### config.mk
export PLATFORM = sky130hd
export DESIGN_NAME = rrl_ctrl
export DESIGN_NICKNAME = d
export VERILOG_FILES = /design/src/sv/rrl_pkg.sv /design/src/sv/rrl_ctrl.sv
export SDC_FILE = /design/constraint.sdc
export NUM_CORES = 1
export LEC_CHECK = 0
export BUFFER_PORTS_ARGS = -buffer_cell sky130_fd_sc_hd__clkbuf_2
export CORE_ASPECT_RATIO = 2
export CORE_MARGIN = 3
export CORE_UTILIZATION = 45
export CTS_CLUSTER_DIAMETER = 150
export DETAILED_ROUTE_END_ITERATION = 8
export GPL_TIMING_DRIVEN = 1
export PLACE_DENSITY = 0.71
export SYNTH_ARGS = -nofsm -noshare
export SYNTH_HDL_FRONTEND = slang
export SYNTH_SLANG_ARGS = --single-unit
### constraint.sdc
create_clock -name clk -period 4.3 [get_ports clk]
set_input_delay 1.075 -clock clk [delete_from_list [all_inputs] [get_ports clk]]
set_output_delay 1.075 -clock clk [all_outputs]
set_load 0.02 [all_outputs]
### src/sv/rrl_pkg.sv
// shared types and constants for the retransmit ring lookup block
`default_nettype none
package rrl_pkg;

	localparam int RING_DEPTH       = 256;
	localparam int MAX_PACKET_BYTES = 1472;

	localparam int SLOT_W     = $clog2(RING_DEPTH);
	localparam int SIZE_W     = SLOT_W + 1;
	localparam int NUM_W      = 8;
	localparam int LEN_W      = 11;
	localparam int STATUS_W   = 3;
	localparam int CFG_SIZE_W = 9;
	localparam int CFG_W      = 9;
	localparam int CFG_IDX_W  = 2;

	localparam logic [CFG_IDX_W-1:0] CFG_RESEND_DISABLED = 2'd0;
	localparam logic [CFG_IDX_W-1:0] CFG_STANDBY         = 2'd1;
	localparam logic [CFG_IDX_W-1:0] CFG_SLOTS_IN_USE    = 2'd2;

	localparam logic OP_RECORD = 1'b0;
	localparam logic OP_RESEND = 1'b1;

	typedef enum logic [STATUS_W-1:0] {
		ST_RECORDED  = 3'd0,
		ST_RESENT    = 3'd1,
		ST_NOT_FOUND = 3'd2,
		ST_ALREADY   = 3'd3,
		ST_DISABLED  = 3'd4
	} status_t;

	typedef enum logic [1:0] {
		S_IDLE,
		S_SEARCH,
		S_COMMIT
	} state_t;

	typedef struct packed {
		logic [NUM_W-1:0] number;
		logic [NUM_W-1:0] origin;
		logic [LEN_W-1:0] length;
	} entry_t;

	typedef struct packed {
		status_t           status;
		logic [SLOT_W-1:0] write_slot;
		logic [SLOT_W-1:0] copy_from_slot;
		logic [NUM_W-1:0]  packet_number;
		logic [NUM_W-1:0]  original_number;
		logic [LEN_W-1:0]  packet_length;
		logic              transmit;
	} result_t;

	typedef struct packed {
		logic              we;
		logic [SLOT_W-1:0] waddr;
		entry_t            wdata;
		logic [SLOT_W-1:0] raddr;
	} ram_req_t;

endpackage
`default_nettype wire

### src/sv/rrl_ctrl.sv
// sequencer, slot occupancy, ring pointers and the backward search compare
`default_nettype none
module rrl_ctrl (
	input  wire logic                             clk,
	input  wire logic                             arst_n,
	input  wire logic                             cfg_we,
	input  wire logic [rrl_pkg::CFG_IDX_W-1:0]    cfg_index,
	input  wire logic [rrl_pkg::CFG_W-1:0]        cfg_data,
	input  wire logic                             in_valid,
	output logic                                  in_stall,
	input  wire logic                             operation,
	input  wire logic [rrl_pkg::LEN_W-1:0]        packet_length,
	input  wire logic [rrl_pkg::NUM_W-1:0]        requested_number,
	output rrl_pkg::ram_req_t                     ram_req,
	input  wire rrl_pkg::entry_t                  ram_rdata,
	input  wire logic                             out_free,
	output logic                                  commit,
	output rrl_pkg::result_t                      result
);
	import rrl_pkg::*;

	state_t state_q, state_d;

	logic                  resend_disabled_q;
	logic                  standby_q;
	logic [CFG_SIZE_W-1:0] slots_in_use_q;

	logic [SLOT_W-1:0] next_slot_q;
	logic [NUM_W-1:0]  next_number_q;
	logic [RING_DEPTH-1:0] occ_q;
	logic              pend_q;

	logic              op_q;
	logic [NUM_W-1:0]  req_q;
	logic [LEN_W-1:0]  len_q;
	logic [SLOT_W-1:0] ns_q;
	logic [SLOT_W-1:0] idx_q;
	logic [SLOT_W-1:0] pidx_q;
	logic [SLOT_W-1:0] found_q;
	status_t           status_q;

	logic [SIZE_W-1:0] n;
	logic [SLOT_W-1:0] ns_cur;
	logic [SLOT_W-1:0] start_idx;
	logic [SLOT_W-1:0] idx_dec;
	logic [SIZE_W-1:0] ns_inc;
	logic [SLOT_W-1:0] ns_next;
	logic [LEN_W-1:0]  len_sat;
	logic              accept;
	logic              cand_ok;
	logic              hit_num;
	logic              hit_org;
	logic              search_done;
	logic              wr_ok;

	// ring size in effect, clamped to one .. depth
	always_comb begin
		if (slots_in_use_q == '0) begin
			n = SIZE_W'(1);
		end else if (slots_in_use_q > CFG_SIZE_W'(RING_DEPTH)) begin
			n = SIZE_W'(RING_DEPTH);
		end else begin
			n = SIZE_W'(slots_in_use_q);
		end
	end

	assign ns_cur    = ({1'b0, next_slot_q} >= n) ? '0 : next_slot_q;
	assign start_idx = (ns_cur == '0) ? SLOT_W'(n - SIZE_W'(1)) : ns_cur - SLOT_W'(1);
	assign idx_dec   = (idx_q == '0) ? SLOT_W'(n - SIZE_W'(1)) : idx_q - SLOT_W'(1);
	assign ns_inc    = {1'b0, ns_q} + SIZE_W'(1);
	assign ns_next   = (ns_inc >= n) ? '0 : ns_inc[SLOT_W-1:0];
	assign len_sat   = (packet_length > LEN_W'(MAX_PACKET_BYTES)) ?
		LEN_W'(MAX_PACKET_BYTES) : packet_length;

	// search stops on a number or origin match, at an empty slot or at the slot about to be reused
	assign cand_ok     = (idx_q != ns_q) && occ_q[idx_q];
	assign hit_num     = pend_q && (ram_rdata.number == req_q);
	assign hit_org     = pend_q && (ram_rdata.origin == req_q);
	assign search_done = hit_num || hit_org || !cand_ok;
	assign wr_ok       = (status_q == ST_RECORDED) || (status_q == ST_RESENT);

	always_ff @(posedge clk or negedge arst_n) begin
		if (!arst_n) begin
			state_q <= S_IDLE;
		end else begin
			state_q <= state_d;
		end
	end

	always_comb begin
		state_d  = state_q;
		in_stall = 1'b1;
		accept   = 1'b0;
		commit   = 1'b0;
		unique case (state_q)
			S_IDLE: begin
				in_stall = 1'b0;
				if (in_valid) begin
					accept = 1'b1;
					if (operation == OP_RESEND && !resend_disabled_q) begin
						state_d = S_SEARCH;
					end else begin
						state_d = S_COMMIT;
					end
				end
			end
			S_SEARCH: begin
				if (search_done) begin
					state_d = S_COMMIT;
				end
			end
			S_COMMIT: begin
				if (out_free) begin
					commit  = 1'b1;
					state_d = S_IDLE;
				end
			end
			default: begin
				state_d = S_IDLE;
			end
		endcase
	end

	always_ff @(posedge clk or negedge arst_n) begin
		if (!arst_n) begin
			resend_disabled_q <= 1'b0;
			standby_q         <= 1'b0;
			slots_in_use_q    <= CFG_SIZE_W'(RING_DEPTH);
			next_slot_q       <= '0;
			next_number_q     <= '0;
			occ_q             <= '0;
			pend_q            <= 1'b0;
		end else begin
			if (cfg_we) begin
				unique case (cfg_index)
					CFG_RESEND_DISABLED: resend_disabled_q <= cfg_data[0];
					CFG_STANDBY:         standby_q         <= cfg_data[0];
					CFG_SLOTS_IN_USE:    slots_in_use_q    <= cfg_data[CFG_SIZE_W-1:0];
					default: begin
					end
				endcase
			end
			if (accept) begin
				next_slot_q <= ns_cur;
			end
			pend_q <= (state_q == S_SEARCH) && !search_done;
			if (commit && wr_ok) begin
				occ_q[ns_q]   <= (len_q != '0);
				next_slot_q   <= ns_next;
				next_number_q <= next_number_q + NUM_W'(1);
			end
		end
	end

	always_ff @(posedge clk) begin
		if (accept) begin
			op_q    <= operation;
			req_q   <= requested_number;
			len_q   <= len_sat;
			ns_q    <= ns_cur;
			idx_q   <= start_idx;
			found_q <= '0;
			if (operation == OP_RECORD) begin
				status_q <= ST_RECORDED;
			end else if (resend_disabled_q) begin
				status_q <= ST_DISABLED;
			end else begin
				status_q <= ST_NOT_FOUND;
			end
		end else if (state_q == S_SEARCH) begin
			priority if (hit_num) begin
				status_q <= ST_RESENT;
				found_q  <= pidx_q;
				len_q    <= ram_rdata.length;
			end else if (hit_org) begin
				status_q <= ST_ALREADY;
			end else if (cand_ok) begin
				pidx_q <= idx_q;
				idx_q  <= idx_dec;
			end else begin
			end
		end
	end

	// one read issued per search cycle, data compared the cycle after
	always_comb begin
		ram_req.we           = commit && wr_ok;
		ram_req.waddr        = ns_q;
		ram_req.wdata.number = next_number_q;
		ram_req.wdata.origin = (op_q == OP_RECORD) ? next_number_q : req_q;
		ram_req.wdata.length = len_q;
		ram_req.raddr        = idx_q;
	end

	always_comb begin
		result = '0;
		result.status = status_q;
		if (wr_ok) begin
			result.write_slot      = ns_q;
			result.copy_from_slot  = found_q;
			result.packet_number   = next_number_q;
			result.original_number = (op_q == OP_RECORD) ? next_number_q : req_q;
			result.packet_length   = len_q;
			result.transmit        = !standby_q;
		end
	end

	a_commit_free: assert property (@(posedge clk) disable iff (!arst_n)
		commit |-> out_free)
		else $error("result committed while output register busy");

	a_commit_idle: assert property (@(posedge clk) disable iff (!arst_n)
		commit |=> (state_q == S_IDLE))
		else $error("sequencer not idle after commit");

	a_idx_range: assert property (@(posedge clk) disable iff (!arst_n)
		(state_q == S_SEARCH) |-> ({1'b0, idx_q} < n))
		else $error("search index outside ring");

	a_ns_range: assert property (@(posedge clk) disable iff (!arst_n)
		(state_q != S_IDLE) |-> ({1'b0, ns_q} < n))
		else $error("write slot outside ring");

	a_pend_search: assert property (@(posedge clk) disable iff (!arst_n)
		pend_q |-> ($past(state_q) == S_SEARCH))
		else $error("read pending outside search");

endmodule
`default_nettype wire

Word level (Yosys, flattened, before mapping)
Cells that the tools add are included.
{"block": "op_classes", "n_addsub": 5, "n_lt_le_gt_ge": 7, "eq_ne": 13, "mux": 40, "n_bitwise": 3, "n_reduce_logical": 35}
{"cell": "$bwmux W256", "n": 1}
{"cell": "$mux W8", "n": 12}
{"cell": "$mux W11", "n": 4}
{"cell": "$mux W44", "n": 1}
{"cell": "$sub A8 B1 Y8 const B", "n": 3}
{"cell": "$lt A8 B9 Y1 const B", "n": 2}
{"cell": "$mux W3", "n": 6}
{"cell": "$mux W9", "n": 2}
{"cell": "$eq A8 B8 Y1", "n": 2}
{"cell": "$logic_not A8 Y1", "n": 2}
{"cell": "$reduce_and A2 Y1", "n": 6}
{"cell": "$gt A11 B11 Y1 const B", "n": 1}
{"cell": "$reduce_bool A11 Y1", "n": 1}
{"cell": "$ne A2 B2 Y1 const B", "n": 5}
{"cell": "$add A8 B1 Y9 const B", "n": 1}
{"cell": "$ge A8 B9 Y1", "n": 1}
{"cell": "$ge A9 B9 Y1", "n": 1}
{"cell": "$gt A9 B9 Y1 const B", "n": 1}
{"cell": "$logic_not A9 Y1", "n": 1}
{"cell": "$add A8 B1 Y8 const B", "n": 1}
{"cell": "$bmux W1 S8", "n": 1}
{"cell": "$demux W1 S8", "n": 1}
{"cell": "$ge A8 B1 Y1 const B", "n": 1}
{"cell": "$mux W2", "n": 4}
{"cell": "17 further kinds", "n": 42}
{"block": "totals", "reg_bits": 341, "inputBits": 63, "output_inout_bits": 93, "word_cells": 119}

Logic depth before layout (Yosys ltp)
Gate-level depths: netlist of run 1.
{"block": "depth", "ltp_word": 10, "ltp_mapped": 18, "depth_no_buf": 17}

Worst setup path after synthesis of run 1
No wires, ideal clock.
{"block": "synth_path", "path_kind": "flip-flop to flip-flop", "from": "register slots_in_use_q[1]", "to": "register idx_q[0] (data pin)", "setup_time_ns": 0.174, "arrival_ns": 3.769, "required_ns": 4.126, "path_slack_ns": 0.357, "stages_incl_launch_ff": 19, "path_buffers": 1, "synth_period_minus_slack_ns": 3.943, "path_cell_list": "dfrtp_1 > or4_1 > nor4_1 > nor2_1 > nor2_1 > ha_1 > nand2b_1 > a21o_1 > a21oi_1 > o21a_1 > a21o_1 > clkbuf_1 > nand2_1 > ha_1 > nand2_1 > a21o_1 > a31oi_1 > o21a_1 > a311oi_1"}
{"block": "synth_between", "elab_chain_cells": 10, "elab_cells_between_ends": 16, "cone_classes": "add/sub (2); order compare (2); mux (10); reduce/logical (2)"}
{"element": "from (decl)", "line_no": "rrl_ctrl.sv:26", "source": "logic [CFG_SIZE_W-1:0] slots_in_use_q;"}
{"element": "from (signal assigned)", "line_no": "rrl_ctrl.sv:128", "source": "slots_in_use_q <= CFG_SIZE_W'(RING_DEPTH);"}
{"element": "from (signal assigned)", "line_no": "rrl_ctrl.sv:138", "source": "CFG_SLOTS_IN_USE: slots_in_use_q <= cfg_data[CFG_SIZE_W-1:0];"}
{"element": "$gt A9 B9 Y1", "line_no": "rrl_ctrl.sv:60", "source": "end else if (slots_in_use_q > CFG_SIZE_W'(RING_DEPTH)) begin"}
{"element": "$mux W9", "line_no": "rrl_ctrl.sv:60"}
{"element": "$mux W9 (*)", "line_no": "rrl_ctrl.sv:58", "source": "if (slots_in_use_q == '0) begin"}
{"element": "branches (longest 6 deep; another with $ge A8 B9 Y1)"}
{"element": "$mux W8 (*)", "line_no": "rrl_ctrl.sv:156", "source": "if (accept) begin"}
{"element": "to (signal assigned)", "line_no": "rrl_ctrl.sv:161", "source": "idx_q <= start_idx;"}
{"element": "to (signal assigned)", "line_no": "rrl_ctrl.sv:179", "source": "idx_q <= idx_dec;"}
{"element": "to (decl)", "line_no": "rrl_ctrl.sv:37", "source": "logic [SLOT_W-1:0] idx_q;"}
Mark *: on every way between the ends. The select of a mux whose other input is x is not followed.
A chain may end at the register's enable or synchronous reset.

Final worst setup path of run 1
Same ends and word-level chain as after synthesis.

==> results of run 1 <==
-- layer usage --
| layer | wire [um] | vias up | share of wire, % | GRT usage [%] |
|---|---|---|---|---|
| met5 | 0 | - | 0 | 0 |
| li1 | - | 6451 | - | - |
| met4 | 3389 | 0 | 6.4 | 14.81 |
| met1 | 18420 | 7128 | 35 | 27.36 |
| met2 | 28030 | 667 | 53 | 45.58 |
| met3 | 2993 | 159 | 5.7 | 2.878 |
-- stage by stage --
| stage | setup slack, ps | std cells | util (%) |
|---|---|---|---|
| 5_1_grt | 6.950 | 2316 | 51.57 |
| 2_1_floorplan | 356.7 | 1704 | - |
| 3_3_place_gp | 200.3 | 2263 | 49.22 |
| 3_5_place_dp | 85.50 | 2263 | 49.22 |
| 6_report | 200.6 | 2316 | 51.57 |
| 4_1_cts | 65.89 | 2315 | 51.53 |
-- sequential cells by signal (all words and copies together), names as in the netlist --
name               cells
next_slot_q            8
status_q               3
pidx_q                 8
slots_in_use_q         9
state_q                2
idx_q                  8
ns_q                   8
next_number_q          8
req_q                  8
found_q                8
occ_q                256
resend_disabled_q      1
standby_q              1
op_q                   1
pend_q                 1
len_q                 11
-- path summary, 6_finish.rpt --
kind | end | slack [ps]
setup / recovery | idx_q[0]$_DFFE_PP_ | 200
hold / removal | next_slot_q[6]$_DFFE_PN0P_ | 490
setup reg to reg | idx_q[0]$_DFFE_PP_ | 200
hold reg to reg | found_q[3]$_SDFFE_PP0P_ | 490
max in group asynchronous | occ_q[224]$_DFFE_PN0P_ | 2880
min in group clk | found_q[3]$_SDFFE_PP0P_ | 490
-- logic make-up (layout without fill, tap and decap cells) --
kind of cell,after synthesis,count (layout),synth area share [%]
other,0,1,0
adder cells (fa/ha/maj),26,26,1.854
AO/OA/AOI/OAI,569,569,19.07
AND/OR/NAND/NOR,420,420,11.53
multiplexers,110,110,11.04
flip-flops,341,341,49.75
buffers and inverters,188,284,4.257
XOR/XNOR,50,50,2.496
-- worst max-delay path, delay by kind of cell, from the launching register on --
kind            cells  cell delay (ps)
simple gates        7             1520
compound gates      8             1380
fa+ha+maj           2              600
flops               1              410
-- synthesized netlist by cell type, drive strengths merged, types with 3 or more instances --
library cell	instances	area [um2]
a211oi	6	55.05
o21a	4	30.03
inv	19	71.32
a31oi	211	1320
a21o	8	61.31
nand2b	11	68.82
nor3	19	95.09
dfxtp	8	160.2
nand4	9	56.30
a22oi	5	37.54
o21ai	19	95.09
or2	6	37.54
o211ai	12	90.09
ha	26	325.3
a211o	4	35.03
clkbuf	153	575.6
and2	63	394.1
buf	16	100.1
a311oi	3	26.28
or3	6	37.54
xor2	6	52.55
mux4	63	1430
nor2	152	570.6
a21oi	269	1350
nor2b	7	43.79
nand3b	7	52.55
mux2i	21	210.2
nand2	82	307.8
nand3	26	130.1
a22o	8	70.07
edfxtp	47	1411
and3	11	68.82
mux2	26	296.5
dfrtp	285	7132
o22a	3	26.28
nor4	9	56.30
o22ai	3	18.77
xnor2	44	385.4
-- report_power, final --
group | total, mW | internal (mW) | leakage, nW | switching, mW
Clock | 2.52 | 1.33 | 0.436 | 1.18
Combinational | 3.23 | 1.18 | 3.67 | 2.05
Sequential | 4.10 | 3.65 | 4.45 | 0.451
Total | 9.84 | 6.16 | 8.56 | 3.68
-- layout make-up --
cell class / count / area [um2] / area share, %
clock buffers: 42 / 824.5 / 4.175
diodes: 1 / 2.502 / 0.01267
inverters: 19 / 71.32 / 0.3611
flip-flops and latches: 341 / 8730 / 44.21
clock inverters: 10 / 60.06 / 0.3041
repair buffers: 213 / 1284 / 6.501
well taps: 515 / 644.4 / 3.263
multi-input cells: 1175 / 8132 / 41.18
==> run summary, run 1 <==
Outcome - finished clean
Slowest CP cell - or4_1
CP endpoint kind - register
Drt via density - 6.220
Post-Syn Area - 17550 um2
Initial antenna violation count - 1
Slew @ Worst Pin - 1299 ps
Worst VDD drop - 0.2677 mV
IO buf count - 155
Max Freq - 0.2439 GHz
Arrival @ worst endpoint - 4480 ps
Startpoint types - register
Post-CTS sizing - 0
WL/cell - 22.81 um
First-pass GRT wire length - 82230 um
Sequence of cells on the critical path - or4_1 > nor4_2 > nor2_1 > nor2_1 > ha_1 > nand2b_1 > a21o_1 > a21oi_1 > o21a_1 > a21o_1 > nand2_1 > ha_1 > nand2_2 > a21o_1 > a31oi_2 > o21a_1 > a311oi_1
Final Cell Area - 19750 um2
Clock Skew - 13.93 ps
Commonest register cell after synthesis - dfrtp_1
Cts bufs inserted - 29
Most frequent cells in the layout - dfrtp_1, a21oi_1, a31oi_1, clkbuf_2, nor2_1
# IOs - 156
Residual overflow from global routing - 0
Slowest stage delay, CP - 600 ps
Synthesis warning total - 0
Overall power - 9.843 mW
Synth Area per Inst - 10.30 um2
Gpl congestion - 0.9399
Post-Route WL - 52830 um
Worst Path Max Fanout - 7
CP dominant cell by count - a21o_1
CP Class - register to register
Die W - 145.6 um
Remaining DRCs - 0
Slew Viols, Final - 0
Pwr Density - 498.5 nW/um2
Final setup TNS - 0 ps
Max-slew headroom at the worst pin - 13.38%
Worst-skew pair later-pin latency - 570 ps
Post-DRT Antenna Nets - 0
Register bit total from synthesis - 341
Max-cap violations - 0
Most common cell after layout, fill and taps aside - dfrtp_1
Die area - 41540 um2
Hold slack - 487.2 ps
R2R Path Start - slots_in_use_q[1]$_DFFE_PN0P_
Leak pwr - 8.562 nW
Largest net degree at the start of global routing - 257
Area growth from synthesis to layout - 12.55%
Total track usage - 24.83%
CP required - 4680 ps
FF-to-FF path depth - 17
Tmin final - 4099 ps
Final nets - 1868
DRT iter0 DRCs - 1362
Syn Inst Count - 1704
Mapped Nets - 1793
RSZ-0062 raised after global routing - false
Fillers - 3429
Starting Density - 45.82%
Async SR Flop Fraction - 83.87%
Vias in the first global route - 14561
DP Area - 18850 um2
Layout cells sized above 1 - 20.67%
Cell Rows - 101
Sequential share of the synthesized area - 49.75%
H-tree levels - 1
DP HPWL - 35620 um
Final worst-path cycle share - 95.34%
Cell variety after synth - 69
Final hold violation count - 0
Core ar. - 38290 um2
Cts hold-fix bufs - 0
Height of the die - 285.3 um
Hold Crit Class - input pin to async pin
CTS tree - yes
Via Count - 14405
Postcts setup bufs - 0
Final setup fails - 0
Initial DRT Pass Iterations - 5
Clk sink count - 341
Crit path from - slots_in_use_q[1]$_DFFE_PN0P_
Worst-path clk slew - 70 ps
EDFF count, synth - 47
CTS Root Cell - clkbuf_16
CTS Buffer Depth - 3
Note: power is estimated with default switching activity, not from simulation.
==> run 2: changes to the inputs <==
- RECOVER_POWER: not set -> 100
- SLEW_MARGIN: not set -> 30
==> run 2 against run 1 <==
  * The flow now finishes with violations (capacitance limit, slew limit)
  * Sequential share of layout area up 0.46 points
  * Fmax increased by 0.20%
  * Cell area decreased by 1.0%
  * Final cell count is essentially flat
  * Clock skew fell by 2.4 ps
  * Clock-buffer cell count unchanged
  * Global-route usage is the same
  * Die area stayed put
  * Register-to-register slack hardly changed
  * Via count about the same
  * Routed wire length increased by 0.19%
  * Sequential cell count did not move
  * Critical endpoint unchanged
  * Largest cell class unchanged
  * Largest power group unchanged
  * Highest routed layer unchanged
==> run summary, run 2 (synthesized netlist as in run 1, its figures left out) <==
Reg2Reg Setup Slack - 210 ps
Worst-path clk slew - 70 ps
Starting Density - 45.82%
Failing checks - capacitance limit, slew limit
Comb pwr share - 32.4%
Largest net degree at the start of global routing - 257
CP dominant cell by count - a21o_1
Final worst-path cycle share - 95.15%
Internal power - 6.100 mW
H-tree levels - 1
Initial DRT Pass Iterations - 6
WL/cell - 22.84 um
Core ar. - 38290 um2
Final hold violation count - 0
Die area - 41540 um2
Worst VDD drop - 0.2539 mV
Crit path to - idx_q[0]$_DFFE_PP_
Fillers - 3491
DRT iter0 DRCs - 1279
Via Count - 14397
CP endpoint kind - register
Sequence of cells on the critical path - or4_1 > nor4_2 > nor2_1 > nor2_1 > ha_1 > nand2b_1 > a21o_1 > a21oi_1 > o21a_1 > a21o_1 > nand2_1 > ha_1 > nand2_2 > a21o_1 > a31oi_2 > o21a_1 > a311oi_1
Worst-skew pair later-pin latency - 570 ps
Power share of the clock group - 25.7%
Setup ws final - 208.7 ps
Final nets - 1869
Max FFs per register - 256
Max Freq - 0.2444 GHz
Post-layout util - 51.04%
Hold slack - 490.0 ps
Area growth from synthesis to layout - 11.40%
# IOs - 156
Final setup fails - 0
Leak pwr - 8.264 nW
CP required - 4680 ps
Cts bufs inserted - 29
DP HPWL - 35620 um
Slowest stage delay, CP - 590 ps
Height of the die - 285.3 um
Clk sink count - 341
Vias in the first global route - 14561
P_sw - 3.685 mW
Worst hold path depth - 2
FF-to-FF path depth - 17
Post-Route WL - 52930 um
CTS Root Cell - clkbuf_16
Initial antenna violation count - 1
Startpoint types - register
Largest register by flop count - occ_q
Postcts setup bufs - 0
Cell Rows - 101
Pre-CTS WS - 85.50 ps
Sequential power share - 41.9%
Max-slew headroom at the worst pin - -52.64%
Residual overflow from global routing - 0
Outcome - finished with violations
Remaining DRCs - 0
Gpl congestion - 0.9399
Clock Skew - 11.58 ps
Switching share of power - 37.66%
Total track usage - 24.83%
IO buf count - 155
Drt via density - 6.214
Post-DRT Antenna Nets - 0
RSZ-0062 raised after global routing - false
Final setup TNS - 0 ps
Tmin final - 4091 ps
CTS tree - yes
Most frequent cells in the layout - dfrtp_1, a21oi_1, a31oi_1, nor2_1, clkbuf_2
CTS Buffer Depth - 3
R2R Path Start - slots_in_use_q[1]$_DFFE_PN0P_
Hold Crit Class - register to register
Slowest CP cell - or4_1
Biggest regs - occ_q: 256 flops, len_q: 11 flops, slots_in_use_q: 9 flops
Worst reg2reg endpoint - idx_q[0]$_DFFE_PP_
Die W - 145.6 um
Pwr Density - 500.6 nW/um2
First-pass GRT wire length - 82230 um
Crit path from - slots_in_use_q[1]$_DFFE_PN0P_
Slew Viols, Final - 363
Worst Path Max Fanout - 7
CP Class - register to register
Layout cells sized above 1 - 15.77%
Arrival @ worst endpoint - 4480 ps
Most common cell after layout, fill and taps aside - dfrtp_1
Slew @ Worst Pin - 2290 ps
Max-cap violations - 4
## run 2: timing repair
item | CTS | global route
gates resized for setup | 0 | 3
endpoints found under the setup margin | 0 | 4
hold buffers | 0 | 0
## run 2: per-stage QoR
step	total power, mW	cell area [um2]	std cells
floorplan	6.127	17550	1704
global placement	7.285	18850	2263
detailed placement	7.333	18850	2263
CTS	9.854	19730	2315
global route	10.21	19550	2317
finish	9.784	19550	2317
## run 2: worst min-delay path by stage
stage,end,startpoint,slack [ps]
floorplan,occ_q[255]$_DFFE_PN0P_,occ_q[255]$_DFFE_PN0P_,440
global placement,found_q[1]$_SDFFE_PP0P_,pidx_q[1]$_DFFE_PP_,460
detailed placement,found_q[3]$_SDFFE_PP0P_,found_q[3]$_SDFFE_PP0P_,480
CTS,found_q[3]$_SDFFE_PP0P_,found_q[3]$_SDFFE_PP0P_,490
global route,found_q[0]$_SDFFE_PP0P_,pidx_q[0]$_DFFE_PP_,520
finish,found_q[3]$_SDFFE_PP0P_,found_q[3]$_SDFFE_PP0P_,490
## run 2: per-layer routing
| metal | routed length, um | vias up | share of wire, % | global-route usage, % |
|---|---|---|---|---|
| li1 | - | 6458 | - | - |
| met1 | 18450 | 7076 | 35 | 27.36 |
| met2 | 27860 | 705 | 53 | 45.58 |
| met3 | 3092 | 158 | 5.8 | 2.878 |
| met4 | 3518 | 0 | 6.6 | 14.81 |
| met5 | 0 | - | 0 | 0 |
## run 2: critical path: cells and delay by family (launching register included)
family                     cells  cell delay [ps]
AOI/OAI and AO/OA              8             1400
adders and majority gates      2              600
DFF                            1              410
and+or+nand+nor                7             1500
## run 2: cell type report
| class | instances | area (um2) | area share (%) |
|---|---|---|---|
| tap | 515 | 644.4 | 3.297 |
| clock inverter | 10 | 60.06 | 0.3073 |
| clock buffer | 42 | 824.5 | 4.219 |
| inverter | 19 | 71.32 | 0.3649 |
| multi-input combinational | 1175 | 8107 | 41.48 |
| sequential | 341 | 8730 | 44.66 |
| timing repair buffer | 214 | 1106 | 5.659 |
| antenna | 1 | 2.502 | 0.01280 |
## run 2: power groups by stage
stage,logic [mW],clock network (mW),registers [mW]
after floorplan,2.12,0,4.01
after global placement,3.16,0,4.13
after detailed placement,3.19,0,4.14
after CTS,3.21,2.56,4.08
after global routing,3.40,2.68,4.13
final,3.17,2.52,4.10
